## config.mk

```make
export PLATFORM = sky130hd
export DESIGN_NAME = ps2_mouse_packet_cursor_tracker
export DESIGN_NICKNAME = d
export VERILOG_FILES = /design/src/ps2mct_pkg.sv /design/src/ps2mct_axis.sv /design/src/ps2_mouse_packet_cursor_tracker.sv
export SDC_FILE = /design/constraint.sdc
export NUM_CORES = 1
export LEC_CHECK = 0
export BUFFER_PORTS_ARGS = -buffer_cell sky130_fd_sc_hd__buf_2
export CELL_PAD_IN_SITES_DETAIL_PLACEMENT = 1
export CELL_PAD_IN_SITES_GLOBAL_PLACEMENT = 2
export CORE_ASPECT_RATIO = 0.75
export CORE_UTILIZATION = 40
export DETAILED_ROUTE_END_ITERATION = 8
export GPL_TIMING_DRIVEN = 0
export PLACE_DENSITY = 0.93
export SETUP_SLACK_MARGIN = 0.5
export SLEW_MARGIN = 10
export SYNTH_ARGS = -nofsm -noshare
export SYNTH_HDL_FRONTEND = slang
export SYNTH_SLANG_ARGS = --single-unit
```

## constraint.sdc

```tcl
create_clock -name i_clk -period 8.27 [get_ports i_clk]
set_input_delay 0 -clock i_clk [delete_from_list [all_inputs] [get_ports i_clk]]
set_output_delay 0 -clock i_clk [all_outputs]
set_load 0.005 [all_outputs]
```

## src/ps2mct_pkg.sv

```systemverilog
// ----------------------------------------------------------------------------
// ps2mct_pkg
// Shared types and constants for the mouse packet cursor tracker.
// ----------------------------------------------------------------------------
package ps2mct_pkg;

    localparam int COORD_BITS = 13;
    localparam int SIZE_BITS  = 14;
    localparam int BTN_BITS   = 3;

    localparam logic [SIZE_BITS-1:0] RESET_WIDTH  = SIZE_BITS'(1024);
    localparam logic [SIZE_BITS-1:0] RESET_HEIGHT = SIZE_BITS'(768);

    localparam logic       REQ_PS2 = 1'b0;
    localparam logic       REQ_USB = 1'b1;

    localparam logic       REG_WIDTH  = 1'b0;
    localparam logic       REG_HEIGHT = 1'b1;

    localparam logic [7:0] AUX_FLAG = 8'h20;
    localparam logic [7:0] SYNC_BIT = 8'h08;
    localparam logic [7:0] BTN_MASK = 8'h07;

    localparam logic [1:0] PH_HEADER = 2'd0;
    localparam logic [1:0] PH_XDELTA = 2'd1;
    localparam logic [1:0] PH_YDELTA = 2'd2;

    typedef struct packed {
        logic                    req_type;
        logic                    from_aux;
        logic [7:0]              data_byte;
        logic signed [7:0]       usb_dx;
        logic signed [7:0]       usb_dy;
        logic [BTN_BITS-1:0]     usb_buttons;
    } t_in_req;

    typedef struct packed {
        logic [COORD_BITS-1:0]   cursor_x;
        logic [COORD_BITS-1:0]   cursor_y;
        logic [BTN_BITS-1:0]     button_state;
        logic                    update_done;
        logic                    byte_dropped;
    } t_out_res;

endpackage

```

## src/ps2mct_axis.sv

```systemverilog
// ----------------------------------------------------------------------------
// ps2mct_axis
// One cursor axis: add a signed delta, clamp to the screen size, and
// give the centre position for that size.
// ----------------------------------------------------------------------------
module ps2mct_axis (
    input  logic [ps2mct_pkg::COORD_BITS-1:0] i_cur,
    input  logic signed [8:0]                 i_delta,
    input  logic [ps2mct_pkg::SIZE_BITS-1:0]  i_size,
    output logic [ps2mct_pkg::COORD_BITS-1:0] o_clamped,
    output logic [ps2mct_pkg::COORD_BITS-1:0] o_centre
);
    import ps2mct_pkg::*;

    localparam int EFF_W = (COORD_BITS + 1 > SIZE_BITS) ? COORD_BITS + 1 : SIZE_BITS;
    localparam int SUM_W = EFF_W + 2;
    localparam logic [EFF_W-1:0] LIM = EFF_W'(1) << COORD_BITS;

    logic [EFF_W-1:0]        size_ext;
    logic [EFF_W-1:0]        eff;
    logic signed [SUM_W-1:0] sum;
    logic signed [SUM_W-1:0] lim_s;

    always_comb begin
        size_ext = EFF_W'(i_size);
        if (size_ext == '0) begin
            eff = EFF_W'(1);
        end else if (size_ext > LIM) begin
            eff = LIM;
        end else begin
            eff = size_ext;
        end
        lim_s = signed'({2'b00, eff});
        sum   = signed'(SUM_W'(i_cur)) + SUM_W'(i_delta);
        if (sum < 0) begin
            o_clamped = '0;
        end else if (sum >= lim_s) begin
            o_clamped = COORD_BITS'(eff - EFF_W'(1));
        end else begin
            o_clamped = sum[COORD_BITS-1:0];
        end
        o_centre = eff[COORD_BITS:1];
    end

endmodule

```

## src/ps2_mouse_packet_cursor_tracker.sv

```systemverilog
// ----------------------------------------------------------------------------
// ps2_mouse_packet_cursor_tracker
// PS/2 three-byte packet decoder and USB report handler with a clamped cursor.
// ----------------------------------------------------------------------------
// Every accepted request yields one result: the cursor and buttons after the
// request, plus flags for a completed update or a dropped byte. A new request
// may enter every cycle while the output register can take its result; the
// cursor add-and-clamp path of each axis sets the cycle. Results sit in one
// output register, so input ready stays high while that register is empty or
// being drained. Writing either screen size re-centres the cursor and restarts
// packet assembly; write sizes only while no request is in flight.
// ----------------------------------------------------------------------------
module ps2_mouse_packet_cursor_tracker (
    input  logic                              i_clk,
    input  logic                              i_rst_n,
    input  logic                              i_in_valid,
    output logic                              o_in_ready,
    input  ps2mct_pkg::t_in_req               i_in_req,
    output logic                              o_out_valid,
    input  logic                              i_out_ready,
    output ps2mct_pkg::t_out_res              o_out_res,
    input  logic                              i_cfg_we,
    input  logic                              i_cfg_addr,
    input  logic [ps2mct_pkg::SIZE_BITS-1:0]  i_cfg_wdata
);
    import ps2mct_pkg::*;

    localparam int LIM_I = 1 << COORD_BITS;
    localparam int RW_I  = (int'(RESET_WIDTH)  > LIM_I) ? LIM_I : int'(RESET_WIDTH);
    localparam int RH_I  = (int'(RESET_HEIGHT) > LIM_I) ? LIM_I : int'(RESET_HEIGHT);
    localparam logic [COORD_BITS-1:0] RESET_CX = COORD_BITS'(RW_I / 2);
    localparam logic [COORD_BITS-1:0] RESET_CY = COORD_BITS'(RH_I / 2);

    logic [SIZE_BITS-1:0]  r_width,   n_width;
    logic [SIZE_BITS-1:0]  r_height,  n_height;
    logic [1:0]            r_phase,   n_phase;
    logic [7:0]            r_header,  n_header;
    logic [7:0]            r_xbyte,   n_xbyte;
    logic [COORD_BITS-1:0] r_cx,      n_cx;
    logic [COORD_BITS-1:0] r_cy,      n_cy;
    logic [BTN_BITS-1:0]   r_btn,     n_btn;
    logic                  r_out_valid, n_out_valid;
    t_out_res              r_out,     n_out;

    logic                  in_fire;
    logic signed [8:0]     dx, dy;
    logic [COORD_BITS-1:0] x_clamped, y_clamped, x_centre, y_centre;
    logic [BTN_BITS-1:0]   new_btn, chg;
    logic                  upd, dropped;

    assign o_in_ready  = !r_out_valid || i_out_ready;
    assign in_fire     = i_in_valid && o_in_ready;
    assign o_out_valid = r_out_valid;
    assign o_out_res   = r_out;

    always_comb begin
        if (i_in_req.req_type == REQ_USB) begin
            dx = 9'(i_in_req.usb_dx);
            dy = 9'(i_in_req.usb_dy);
        end else begin
            dx = 9'(signed'(r_xbyte));
            dy = -9'(signed'(i_in_req.data_byte));
        end
    end

    ps2mct_axis u_axis_x (
        .i_cur     (r_cx),
        .i_delta   (dx),
        .i_size    (n_width),
        .o_clamped (x_clamped),
        .o_centre  (x_centre)
    );

    ps2mct_axis u_axis_y (
        .i_cur     (r_cy),
        .i_delta   (dy),
        .i_size    (n_height),
        .o_clamped (y_clamped),
        .o_centre  (y_centre)
    );

    always_comb begin
        n_width  = r_width;
        n_height = r_height;
        if (i_cfg_we) begin
            case (i_cfg_addr)
                REG_WIDTH:  n_width  = i_cfg_wdata;
                REG_HEIGHT: n_height = i_cfg_wdata;
                default:    n_width  = r_width;
            endcase
        end
    end

    always_comb begin
        n_phase     = r_phase;
        n_header    = r_header;
        n_xbyte     = r_xbyte;
        n_cx        = r_cx;
        n_cy        = r_cy;
        n_btn       = r_btn;
        upd         = 1'b0;
        dropped     = 1'b0;
        new_btn     = BTN_BITS'(r_header & BTN_MASK);
        chg         = new_btn ^ r_btn;
        n_out_valid = r_out_valid && !i_out_ready;
        n_out       = r_out;

        if (i_cfg_we) begin
            n_cx    = x_centre;
            n_cy    = y_centre;
            n_phase = PH_HEADER;
        end else if (in_fire) begin
            if (i_in_req.req_type == REQ_USB) begin
                upd   = 1'b1;
                n_btn = i_in_req.usb_buttons;
            end else if (!i_in_req.from_aux) begin
                dropped = 1'b1;
            end else begin
                case (r_phase)
                    PH_HEADER: begin
                        if ((i_in_req.data_byte & SYNC_BIT) == '0) begin
                            dropped = 1'b1;
                        end else begin
                            n_header = i_in_req.data_byte;
                            n_phase  = PH_XDELTA;
                        end
                    end
                    PH_XDELTA: begin
                        n_xbyte = i_in_req.data_byte;
                        n_phase = PH_YDELTA;
                    end
                    default: begin
                        upd     = 1'b1;
                        n_phase = PH_HEADER;
                        if ((dx == '0 && dy == '0) || ((chg & (chg - 1'b1)) == '0)) begin
                            n_btn = new_btn;
                        end
                    end
                endcase
            end
            if (upd) begin
                n_cx = x_clamped;
                n_cy = y_clamped;
            end
            n_out_valid        = 1'b1;
            n_out.cursor_x     = n_cx;
            n_out.cursor_y     = n_cy;
            n_out.button_state = n_btn;
            n_out.update_done  = upd;
            n_out.byte_dropped = dropped;
        end
    end

    always_ff @(posedge i_clk) begin
        if (!i_rst_n) begin
            r_width     <= RESET_WIDTH;
            r_height    <= RESET_HEIGHT;
            r_phase     <= PH_HEADER;
            r_header    <= '0;
            r_xbyte     <= '0;
            r_cx        <= RESET_CX;
            r_cy        <= RESET_CY;
            r_btn       <= '0;
            r_out_valid <= 1'b0;
        end else begin
            r_width     <= n_width;
            r_height    <= n_height;
            r_phase     <= n_phase;
            r_header    <= n_header;
            r_xbyte     <= n_xbyte;
            r_cx        <= n_cx;
            r_cy        <= n_cy;
            r_btn       <= n_btn;
            r_out_valid <= n_out_valid;
        end
    end

    always_ff @(posedge i_clk) begin
        r_out <= n_out;
    end

endmodule
```

* After elaboration in Yosys (flattened, before gate mapping)
Cells that the tools add are included. W data, S select, Z words.
Cells by class: add/subtract/negate cells 6, magnitude comparators 6, eq/ne operators 2, multiplexer cells 36, bitwise logic cells 6, reduce and logical (&&, ||, !) cells 21
Operators by type and width (number):
- $mux W13 | 10
- $mux W14 | 8
- $add A14 B9 Y15 | 2
- $ge A15 B15 Y1 | 2
- $lt A15 B1 Y1 const B | 2
- $gt A14 B14 Y1 const B | 2
- $logic_not A14 Y1 | 2
- $sub A13 B1 Y13 const B | 2
- $logic_not A9 Y1 | 2
- $mux W9 | 2
- $mux W3 | 4
- $mux W1 | 10
- $neg A8 Y9 | 1
- $logic_not A8 Y1 | 1
- $reduce_and A6 Y1 | 1
- $reduce_and A5 Y1 | 1
- $not A1 Y1 | 4
- $pmux W2 S2 | 1
- $reduce_and A4 Y1 | 1
- $reduce_or A2 Y1 | 2
- $and A3 B3 Y3 | 1
- $logic_and A1 B1 Y1 | 3
- $logic_not A3 Y1 | 1
- $sub A3 B1 Y3 const B | 1
- 9 further kinds | 11
Storage, ports and cells: flip-flop bits (word level) 102, input bits 49, output and inout bits 33

* Longest topological paths before layout
Gate-level depths: netlist (run 1).
depth after elaboration 11, mapped depth 23

* Hierarchy
A second synthesis (run 1) with hierarchy kept.
Second synthesis, totals: cell total of the unflattened synthesis 1013, area total of the unflattened synthesis 7988.9 µm²
By module, submodules not included:
- ps2_mouse_packet_cursor_tracker | instances 1, cells an instance 539, area an instance 4800.9 µm², seq. area each 2352.3 µm²
- ps2mct_axis (u_axis_y) | instances 1, cells an instance 257, area an instance 1709.1 µm², seq. area each 0.0 µm²
- ps2mct_axis (u_axis_x) | instances 1, cells an instance 217, area an instance 1478.9 µm², seq. area each 0.0 µm²

* Worst setup path after synthesis (run 1)
OpenSTA, ideal clock, no wires.
path kind register to register, from register r_xbyte[0], to register r_out (netlist bit o_out_res[22]) (data pin), library setup time 265 ps, arrival 4143 ps, path slack 3863 ps, cell stages (with the launch flop) 19, period minus slack after synthesis 4407 ps, cell sequence dfxtp_1 mux2_2 ha_1 inv_1 fa_1 nor2b_1 o31a_1 o41a_1 o21a_1 a31o_2 xnor2_1 ha_1 a2111o_1 a211oi_1 a211oi_1 buf_2 o21ai_0 o32ai_1 o21ai_0
On the way: longest elaborated chain between the ends 6, elaborated cells on any way between the ends 7, classes of those cells add/sub: 1; order compare: 2; mux: 4
Ends and longest elaborated chain:
- start, declared | line ps2_mouse_packet_cursor_tracker.sv:38 | logic [7:0] r_xbyte, n_xbyte;
- start signal, assigned | line ps2_mouse_packet_cursor_tracker.sv:170 | r_xbyte <= n_xbyte;
- $mux W9 * | line ps2_mouse_packet_cursor_tracker.sv:57 | if (i_in_req.req_type == REQ_USB) begin
- $add A14 B9 Y15 * | line ps2mct_axis.sv:34 | sum = signed'(SUM_W'(i_cur)) + SUM_W'(i_delta);
- $ge A15 B15 Y1 | line ps2mct_axis.sv:37 | end else if (sum >= lim_s) begin
- $mux W13 | line ps2mct_axis.sv:37
- $mux W13 * | line ps2mct_axis.sv:35 | if (sum < 0) begin
- $mux W13 * | line ps2_mouse_packet_cursor_tracker.sv:141 | if (upd) begin
- end signal, assigned | line ps2_mouse_packet_cursor_tracker.sv:179 | r_out <= n_out;
- end, declared | line ps2_mouse_packet_cursor_tracker.sv:43 | t_out_res r_out, n_out;
Every way passes the cells marked *; elsewhere a longest branch is shown, timed or not. A chain may end at the register's enable or synchronous reset.

* Final worst setup path (run 1)
from input i_in_req[19] (netlist name), to register r_out (netlist bit o_out_res[16]) (data pin)
On the way: longest elaborated chain between the ends 7, elaborated cells on any way between the ends 8, classes of those cells add/sub: 2; order compare: 2; mux: 4
Ends and longest elaborated chain:
- start, declared | line ps2_mouse_packet_cursor_tracker.sv:18 | input ps2mct_pkg::t_in_req i_in_req,
- $neg A8 Y9 * | line ps2_mouse_packet_cursor_tracker.sv:62 | dy = -9'(signed'(i_in_req.data_byte));
- $mux W9 * | line ps2_mouse_packet_cursor_tracker.sv:57
- $add A14 B9 Y15 * | line ps2mct_axis.sv:34
- $ge A15 B15 Y1 | line ps2mct_axis.sv:37
- $mux W13 | line ps2mct_axis.sv:37
- $mux W13 * | line ps2mct_axis.sv:35
- $mux W13 * | line ps2_mouse_packet_cursor_tracker.sv:141
Marks and branches as above.

==> results of run 1 <==
worst register-to-register path, cell delays in order (launching register included):
cell and delay [ps]:
dfxtp_1 330, mux2i_1 550, inv_1 350, ha_1 360, nor3_1 190, o21ai_0 150, a41oi_1 360, nor2b_1 90
nor2_1 100, o21bai_1 80, xnor2_1 260, ha_1 240, a2111o_1 140, a211oi_1 90, a211oi_2 740, buf_2 370
o21ai_0 120, o32ai_1 510, o21ai_0 220
sequential cells by signal, indices dropped and copies added (netlist names):
| signal | cells |
|---|---|
| r_cx | 13 |
| r_btn | 3 |
| r_xbyte | 8 |
| o_out_valid | 1 |
| r_width | 14 |
| r_header | 3 |
| r_height | 14 |
| r_cy | 13 |
| r_phase | 2 |
| o_out_res | 31 |
metrics by stage:
step | cell area [µm²] | utilization [%] | hold slack [ps] | cells
2_1_floorplan | 8026 | - | 136.9 | 933
3_3_place_gp | 8728 | 44.79 | 277.6 | 1263
3_5_place_dp | 8728 | 44.79 | 288.4 | 1263
4_1_cts | 9170 | 47.05 | 1.481 | 1293
5_1_grt | 9175 | 47.08 | 36.47 | 1293
6_report | 9175 | 47.08 | 9.077 | 1293
cell usage after synthesis, types with 9 or more instances:
| master | instances |
|---|---|
| nor2_1 | 99 |
| nand2_1 | 80 |
| dfxtp_1 | 71 |
| ha_1 | 60 |
| a21oi_1 | 55 |
| mux2i_1 | 55 |
| o21ai_0 | 55 |
| inv_1 | 35 |
| edfxtp_1 | 31 |
| clkbuf_1 | 25 |
| xnor2_1 | 25 |
| nand3_1 | 23 |
| nor3_1 | 21 |
| mux2_2 | 19 |
| xor2_1 | 16 |
| nand2b_1 | 15 |
| o31ai_1 | 15 |
| a211oi_1 | 12 |
| nor2b_1 | 12 |
| a211o_1 | 11 |
| or2_2 | 11 |
| a21o_1 | 10 |
| a31oi_1 | 9 |
| buf_2 | 9 |
| o21a_1 | 9 |
| o221ai_1 | 9 |
layout make-up:
class | instances | area [µm²] | area share (%)
multi-input combinational | 750 | 5311 | 57.89
sequential | 102 | 2352 | 25.64
timing repair buffer | 91 | 525.5 | 5.728
tap | 253 | 316.6 | 3.450
clock buffer | 9 | 225.2 | 2.455
buffer | 43 | 225.2 | 2.455
inverter | 38 | 142.6 | 1.555
clock inverter | 7 | 76.32 | 0.8319
worst max path at each step:
stage,from,endpoint,slack (ps),cells past startpoint
after floorplan,r_xbyte[0],o_out_res[22],3860,18
after global placement,i_in_req[19],o_out_res[16],2620,22
after detailed placement,r_xbyte[7],o_out_res[22],2510,18
after CTS,i_in_req[19],o_out_res[16],2370,23
after global routing,i_in_req[19],o_out_res[16],1890,23
final,i_in_req[19],o_out_res[16],2280,23
repair_timing:
item	CTS	global route
hold buffers	14	0
resized for setup	0	0
hold endpoints to repair	18	0
cell families (layout without fill, tap and decap cells):
group                    after synthesis  count (layout)  share of synthesized area [%]
buffers and inverters                 81             188                          4.583
multiplexers                          78              78                          10.23
flip-flops                           102             102                          29.31
adder cells (fa/ha/maj)               62              62                          9.852
AND/OR/NAND/NOR                      319             319                          20.03
AO/OA/AOI/OAI                        247             247                          20.78
XOR/XNOR                              44              44                          5.222
routing by layer:
| layer | vias up | part of all wire, % | wire, µm | global-route usage (%) |
|---|---|---|---|---|
| li1 | 3643 | - | - | - |
| met1 | 3847 | 51 | 14700 | 45.54 |
| met2 | 292 | 40 | 11590 | 39.04 |
| met3 | 29 | 7.4 | 2160 | 6.593 |
| met4 | 0 | 2.0 | 586 | 8.182 |
| met5 | - | 0 | 0 | 0 |
power by group through the flow:
stage / sequential (W) / combinational [W] / clock, W
floorplan: 0.000579 / 0.000432 / 0
global route: 0.000576 / 0.000718 / 0.000484
CTS: 0.000572 / 0.000639 / 0.000463
finish: 0.000573 / 0.000656 / 0.000458
detailed placement: 0.000584 / 0.000628 / 0
global placement: 0.000583 / 0.000617 / 0
==> out/results.ini, run 1 <==
[floorplan]
rows = 44
coreArea_um2 = 19490
die_x_um = 165.6
io_pins = 82
initial_core_util_pct = 41.19
die_h_um = 124.7
die_area_um2 = 20640

[logic_synthesis]
synthesis.area_um2 = 8026
syn_nets = 1044
synth_sequential_area_ratio_pct = 29.31
yosys.area.top_type = dfxtp_1
ys_types = 90
syn-instance-count = 933
synth-main-ff-cell = dfxtp_1
ys_ff_latch = 102
synth-async-reset-ratio_pct = 0
synth_top_area_share_pct = 17.71
synth_edf_count = 31
avgSynthCellArea_um2 = 8.603
synth_area_leaders = dfxtp_1, edfxtp_1, ha_1, mux2i_1, nor2_1
synth_warnings = 0

[setup_path]
crit_path_cell_trace = dlygate4sd3_1 > buf_2 > nor3_1 > nand2_1 > xnor2_1 > o21ai_0 > ha_1 > nand3_1 > o2111a_1 > o21ai_0 > a21oi_1 > xnor2_1 > ha_1 > and2_1 > a221oi_1 > o21ai_0 > nor3_1 > o2bb2ai_1 > buf_2 > buf_1 > nor3_1 > a211o_1 > o21ai_0
crit_slowest_cell = o21ai_0
cp_common_cell = o21ai_0
worstPathArrival_ps = 6190
critPathBufInv = 4
path_max_fanout = 10
reg2reg_from = r_xbyte[7]
r2r_slack_ps = 2750
required_ps = 8470
r2r_end = o_out_res[22]
r2r_cells = 18
max_stage_delay_ps = 630
end_kind = register
critPathKind = in -> reg
startpoint_type = input port
cp_top_family = compound AO/OA/AOI/OAI gates

[status]
status = finished with violations
violations = design-rule violations

[finish]
final_common_cell = nor2_1
area_growth_pct = 14.31
diodes = 0
finalNetCount = 1146
layout-drive-gt1-share_pct = 15.96
fill_cells = 2387
final_cell_mix = nor2_1, buf_2, nand2_1, dfxtp_1, ha_1

[timing]
period_share_pct = 72.38
finClkSkew_ps = 15.94
min_period_ps = 5986
drv_slew = 0
max_freq_mhz = 167.1
maxSlewHeadroom_pct = 40.46
tightest_slew_ps = 893.1
setup_viol = 0
setup_tns_ps = 0
finalHoldViolCount = 0
rsz0062_at_grt = false
fin_ws_ps = 2284

[hold_path]
min-delay-start = i_cfg_wdata[6]
min_delay_worst_endpoint = r_width[6]
hold_class = in -> reg
hold_depth = 3

[detailed_routing]
drc = 13
routed_wl_um = 29040
dr.pass1.iters = 9
wl_per_cell_um = 22.46
drt_iter0_markers = 633
ant_nets = 0
num_vias = 7811
routed_via_density = 6.041

[clock_tree]
cts_made_buffers = 9
htree_levels = 3
clk_path_buf_depth = 2
cts_tree = yes
cts.sinks = 102
clock_latency_ps = 380
clkTransAtPathRegs_ps = 80
post_cts_buffers = 0
cts-root-buf = clkbuf_16

[global_routing]
grt_pass1_vias = 7787
grt_max_degree = 34
antenna_found_initial = 0
grt_pass1_wl_um = 45370
groute.usage.overall_pct = 29.20
globalRoute.totalOverflow = 0

[place]
pre_cts_slack_ps = 2509
dp_hpwl_um = 22320
io_buffers = 77
gp_congestion = 0.9035

[pwr]
switching_share_pct = 39.86
leakage_nw = 3.947
p_per_area_nw_per_um2 = 183.9
p_seq_share_pct = 34.0
peakVddDrop_uv = 105.7
total_power_w = 0.001688
clkPwrFrac_pct = 27.2
p_sw_w = 0.0006726
power_frac_comb_pct = 38.9
internal_power_w = 0.001015

[run]
max-cap-violations = 0

(Power assumes the default switching activity.)
==> run 2, diff against run 1 <==
Settings changed: CORE_UTILIZATION 40 to 37, PLACE_DENSITY 0.93 to 0.87.
Clock period 8.27 ns to 5.6 ns, I/O delays scaled along.
==> run 2 against run 1 <==
Against the previous run: the flow now finishes without violations; final cell count up 2.8%; cell area increased by 1.2%; flip-flop and latch count unchanged; core utilization is 3.2 points lower; sequential share of layout area fell by 0.31 points; critical path type is now reg -> reg; critical endpoint is now o_out_res[18]; largest power group unchanged.
==> out/results.ini, run 2 (same netlist as run 1, synthesis figures left out) <==
[detailed_routing]
drt_iter0_markers = 590
routed_wl_um = 28960
drc = 0
wl_per_cell_um = 21.79
routed_via_density = 5.713
ant_nets = 0
dr.pass1.iters = 5
num_vias = 7592

[timing]
min_period_ps = 4844
drv_slew = 0
finalHoldViolCount = 0
setup_viol = 0
rsz0062_at_grt = false
maxSlewHeadroom_pct = 38.01
whs_ps = 6.239
max_freq_mhz = 206.5
tightest_slew_ps = 929.8
period_share_pct = 86.50
finClkSkew_ps = 11.56

[finish]
fin_area_um2 = 9286
diodes = 0
largest_reg_flops = 31
final_cell_mix = nor2_1, buf_2, nand2_1, dfxtp_1, ha_1
fill_cells = 2611
layout-drive-gt1-share_pct = 16.81
seq_area_um2 = 2352
finalNetCount = 1147
final_common_cell = nor2_1
stdcell_count = 1329
area_growth_pct = 15.70
multiInputGateArea_um2 = 5355

[floorplan]
coreArea_um2 = 21180
initial_core_util_pct = 37.90
rows = 46
io_pins = 82
die_h_um = 129.6
die_x_um = 172.1
die_area_um2 = 22290

[setup_path]
startpoint_type = register
crit_slowest_cell = a2111oi_0
worstSetupPathDepth = 17
critPathBufInv = 2
worstPathArrival_ps = 5080
r2r_cells = 17
max_stage_delay_ps = 470
critPathKind = reg -> reg
reg2reg_from = r_xbyte[0]
r2r_slack_ps = 760
r2r_end = o_out_res[18]
end_kind = register
crit_start = r_xbyte[0]
path_max_fanout = 10
cp_top_family = compound AO/OA/AOI/OAI gates
cp_common_cell = ha_1
required_ps = 5830
crit_path_cell_trace = mux2_2 > ha_1 > inv_1 > fa_1 > nor2b_1 > o31a_1 > o41a_1 > o21a_1 > a31o_2 > xnor2_1 > ha_1 > a2111o_1 > a211oi_2 > a211oi_4 > buf_2 > a2111oi_0 > a21o_1
cp-endpoint = o_out_res[18]

[hold_path]
hold_class = in -> reg

[pwr]
p_sw_w = 0.0009902
power_frac_comb_pct = 39.3
peakVddDrop_uv = 136.7
internal_power_w = 0.001537
p_per_area_nw_per_um2 = 272.1
switching_share_pct = 39.18
clkPwrFrac_pct = 27.2
p_seq_share_pct = 33.5
leakage_nw = 3.970

[place]
dp_hpwl_um = 22560
gp_congestion = 0.8918
io_buffers = 77
place_inst = 1298
place_area_um2 = 8772

[clock_tree]
cts-root-buf = clkbuf_16
clkTransAtPathRegs_ps = 90
htree_levels = 3
clock_latency_ps = 370
clk_path_buf_depth = 2
cts_tree = yes
cts_made_buffers = 9
cts.sinks = 102

[global_routing]
grt_max_degree = 34
grt_pass1_wl_um = 44660
grt_pass1_vias = 7511
globalRoute.totalOverflow = 0
groute.usage.overall_pct = 26.83
antenna_found_initial = 0

[status]
status = complete, no violations

[run]
max-cap-violations = 0

-- run 2: worst min-delay path by stage --
stage | slack [ps] | depth (start not counted) | to | from
4_1_cts | 9 | 3 | r_height[9] | i_cfg_wdata[9]
5_1_grt | 30 | 3 | r_height[9] | i_cfg_wdata[9]
3_5_place_dp | 310 | 3 | r_xbyte[1] | i_in_req[20]
2_1_floorplan | 140 | 1 | o_in_ready | i_out_ready
3_3_place_gp | 280 | 3 | r_xbyte[1] | i_in_req[20]
6_report | 6 | 3 | r_height[9] | i_cfg_wdata[9]
-- run 2: routing by layer --
layer	track usage [%]	wire [µm]	up-vias
li1	-	-	3650
met1	40.77	14950	3675
met2	38.26	11690	237
met3	5.192	1937	30
met4	6.403	384	0
met5	0	0	-
-- run 2: what timing repair did --
item,in CTS,in global routing
setup buffers,0,1
resized for setup,4,15
endpoints found under the hold margin,18,0
pin swaps,0,2
hold buffers,14,0
setup endpoints to repair,17,31
-- run 2: cell type report --
cell class | instances | share of cell area (%)
inverters | 38 | 1.536
clock inverters | 6 | 0.6602
repair buffers | 92 | 5.740
well taps | 288 | 3.880
clock buffers | 10 | 2.695
plain buffers | 43 | 2.493
flip-flops and latches | 102 | 25.33
multi-input cells | 750 | 57.67
-- run 2: power groups by stage --
| stage | registers [W] | logic [W] | clock network (W) |
|---|---|---|---|
| after detailed placement | 0.000862 | 0.000932 | 0 |
| final | 0.000846 | 0.000994 | 0.000687 |
| after global placement | 0.000861 | 0.000918 | 0 |
| after global routing | 0.000851 | 0.00108 | 0.000722 |
| after CTS | 0.000845 | 0.000958 | 0.000695 |
| after floorplan | 0.000856 | 0.000637 | 0 |
-- run 2: worst register-to-register path, cell delays in order, from the launching register on --
cell and delay [ps]:
dfxtp_1 340, mux2_2 300, ha_1 230, inv_1 80
fa_1 200, nor2b_1 80, o31a_1 280, o41a_1 380
o21a_1 250, a31o_2 270, xnor2_1 250, ha_1 300
a2111o_1 450, a211oi_2 320, a211oi_4 130, buf_2 220
a2111oi_0 470, a21o_1 170
-- run 2: per-stage QoR --
stage | utilization [%] | TNS [ps] | total power (W) | setup WS (ps)
2_1_floorplan | - | 0 | 0.001493 | 1193
3_3_place_gp | 41.42 | -17.55 | 0.001779 | -17.55
3_5_place_dp | 41.42 | -141.1 | 0.001794 | -141.1
4_1_cts | 43.63 | 0 | 0.002499 | 533.0
5_1_grt | 43.84 | 0 | 0.002657 | 519.6
6_report | 43.84 | 0 | 0.002527 | 756.2
==> run 3, diff against run 2 <==
==> constraint.sdc (replaced) <==
create_clock -name i_clk -period 5.6 [get_ports i_clk]
set_input_delay 1.12 -clock i_clk [delete_from_list [all_inputs] [get_ports i_clk]]
set_output_delay 1.12 -clock i_clk [all_outputs]
set_load 0.005 [all_outputs]
==> run 3 against run 2 <==
Against the previous run: cell area up 9.2%; critical path depth up 3; global-route usage up 0.41 points; register-to-register slack better by 320 ps; die area unchanged; clock-buffer cell count down 1; flip-flop and latch count unchanged; largest cell class unchanged; highest routed layer unchanged.
==> out/results.ini, run 3 (same netlist as run 1, synthesis figures left out) <==
[floorplan]
coreArea_um2 = 21180
die_area_um2 = 22290
die_h_um = 129.6
initial_core_util_pct = 37.90
io_pins = 82
rows = 46
die_x_um = 172.1

[detailed_routing]
wl_met3_um = 2159
num_vias = 7900
drt_iter0_markers = 681
met2_length_um = 12660
routed.top_layer = met4
routed_via_density = 5.813
dr.pass1.iters = 5
routed_wl_um = 30790
ant_nets = 0
drc = 0
met1_length_um = 15510
wl_per_cell_um = 22.66

[pwr]
clkPwrFrac_pct = 23.4
p_seq_share_pct = 30.9
peakVddDrop_uv = 137.3
power_frac_comb_pct = 45.6
total_power_w = 0.002747
leakage_nw = 4.243
p_sw_w = 0.001095
p_per_area_nw_per_um2 = 270.8
internal_power_w = 0.001652
switching_share_pct = 39.87

[global_routing]
groute.usage.overall_pct = 27.24
grt_max_degree = 34
globalRoute.totalOverflow = 0
grt_pass1_wl_um = 45530
grt_pass1_vias = 7756
antenna_found_initial = 1

[clock_tree]
cts.sinks = 102
clkTransAtPathRegs_ps = 90
cts_made_buffers = 9
postCtsHoldBufs = 0
htree_levels = 3
cts_tree = yes
clk_path_buf_depth = 2
cts-root-buf = clkbuf_16
clock_latency_ps = 370

[timing]
setup_tns_ps = 0
finalHoldViolCount = 0
whs_ps = 508.8
rsz0062_at_grt = true
drv_slew = 0
period_share_pct = 91.89
setup_viol = 0
min_period_ps = 5146
tightest_slew_ps = 905.1
finClkSkew_ps = 12.32
maxSlewHeadroom_pct = 39.66
max_freq_mhz = 194.3

[setup_path]
crit_path_cell_trace = buf_4 > nor3_4 > nand2_1 > xnor2_2 > o21ai_4 > ha_2 > nand3_1 > o2111a_2 > o21ai_1 > a21oi_2 > xnor2_2 > ha_1 > and2_1 > a221oi_2 > o21ai_2 > nor3_2 > o2bb2ai_2 > buf_4 > mux2i_1 > o31ai_1
worstPathArrival_ps = 5220
path_max_fanout = 4
critPathBufInv = 2
max_stage_delay_ps = 590
crit_slowest_cell = o31ai_1
startpoint_type = input port
critPathKind = in -> reg
end_kind = register
cp_top_family = compound AO/OA/AOI/OAI gates
required_ps = 5670

[finish]
seq_area_um2 = 2352
area_growth_pct = 26.39
final_common_cell = nor2_1
finalNetCount = 1176
fin_area_um2 = 10140
stdcell_count = 1359
layout-drive-gt1-share_pct = 27.94
final_cell_mix = nor2_1, buf_2, nand2_1, dfxtp_1, mux2i_1
multiInputGateArea_um2 = 5995
largest_reg_flops = 31
fill_cells = 2515

[run]
max-cap-violations = 0

[place]
place_area_um2 = 8812
gp_congestion = 0.8681
io_buffers = 77
dp_hpwl_um = 22730
place_inst = 1298

[status]
status = complete, no violations

[hold_path]
hold_class = reg -> reg

==> run 3: changes by cell type in the layout (fill, tap and decap cells not counted), sizes merged <==
cell,previous run,this run
clkbuf,36,35
clkinvlp,1,0
dlygate4sd3,14,0
diode,0,1
buf,95,138
clkinv,2,4
==> run 3: area by class of cell <==
cell class,instances,area share [%]
multi-input cells,750,59.09
flip-flops and latches,102,23.19
repair buffers,121,7.301
well taps,288,3.552
plain buffers,43,2.590
clock buffers,9,2.220
inverters,38,1.480
clock inverters,7,0.5550
diodes,1,0.02467
==> run 3: through the flow <==
step	util [%]	setup WS, ps
after floorplan	-	506.2
after global placement	41.61	-776.4
after detailed placement	41.61	-764.6
after CTS	44.62	509.8
after global routing	47.89	388.7
final	47.90	454.2
==> run 3: power by group through the flow <==
stage	combinational (W)	clock (W)	sequential [W]
global route	0.00134	0.000673	0.000854
detailed placement	0.000953	0	0.000862
global placement	0.000939	0	0.000862
floorplan	0.000654	0	0.000856
finish	0.00125	0.000644	0.000849
CTS	0.00107	0.000651	0.000846
==> run 3: layer usage <==
layer | GRT usage, % | vias up
met2 | 38.73 | 271
met4 | 6.403 | 0
met5 | 0 | -
met3 | 4.612 | 40
li1 | - | 3707
met1 | 41.94 | 3882
==> run 3: final timing paths <==
kind / cells after the start / from / slack [ps] / endpoint
hold / removal: 2 / r_xbyte[4] / 510 / r_xbyte[4]
setup reg to reg: 18 / r_xbyte[0] / 1080 / o_out_res[30]
setup / recovery: 20 / i_in_req[19] / 450 / o_out_res[6]
hold reg to reg: 2 / r_xbyte[4] / 510 / r_xbyte[4]
==> run 3: worst reg2reg max path: stages (launching register included) <==
cell and delay, ps:
dfxtp_1 320, mux2_4 290, ha_4 170, inv_2 50, fa_2 210, nor2b_2 50, o31a_1 320, o41a_1 420
o21a_1 210, a31o_2 260, xnor2_2 200, ha_1 280, a2111o_1 460, a211oi_2 270, a211oi_4 130, buf_6 160
o221ai_1 130, o21ai_0 210, o22ai_1 230
==> run 3: what timing repair did <==
action | in CTS | in global routing
pin swaps | 26 | 56
endpoints found under the setup margin | 52 | 51
setup buffers | 18 | 24
resized for setup | 50 | 101
cloned | 0 | 2
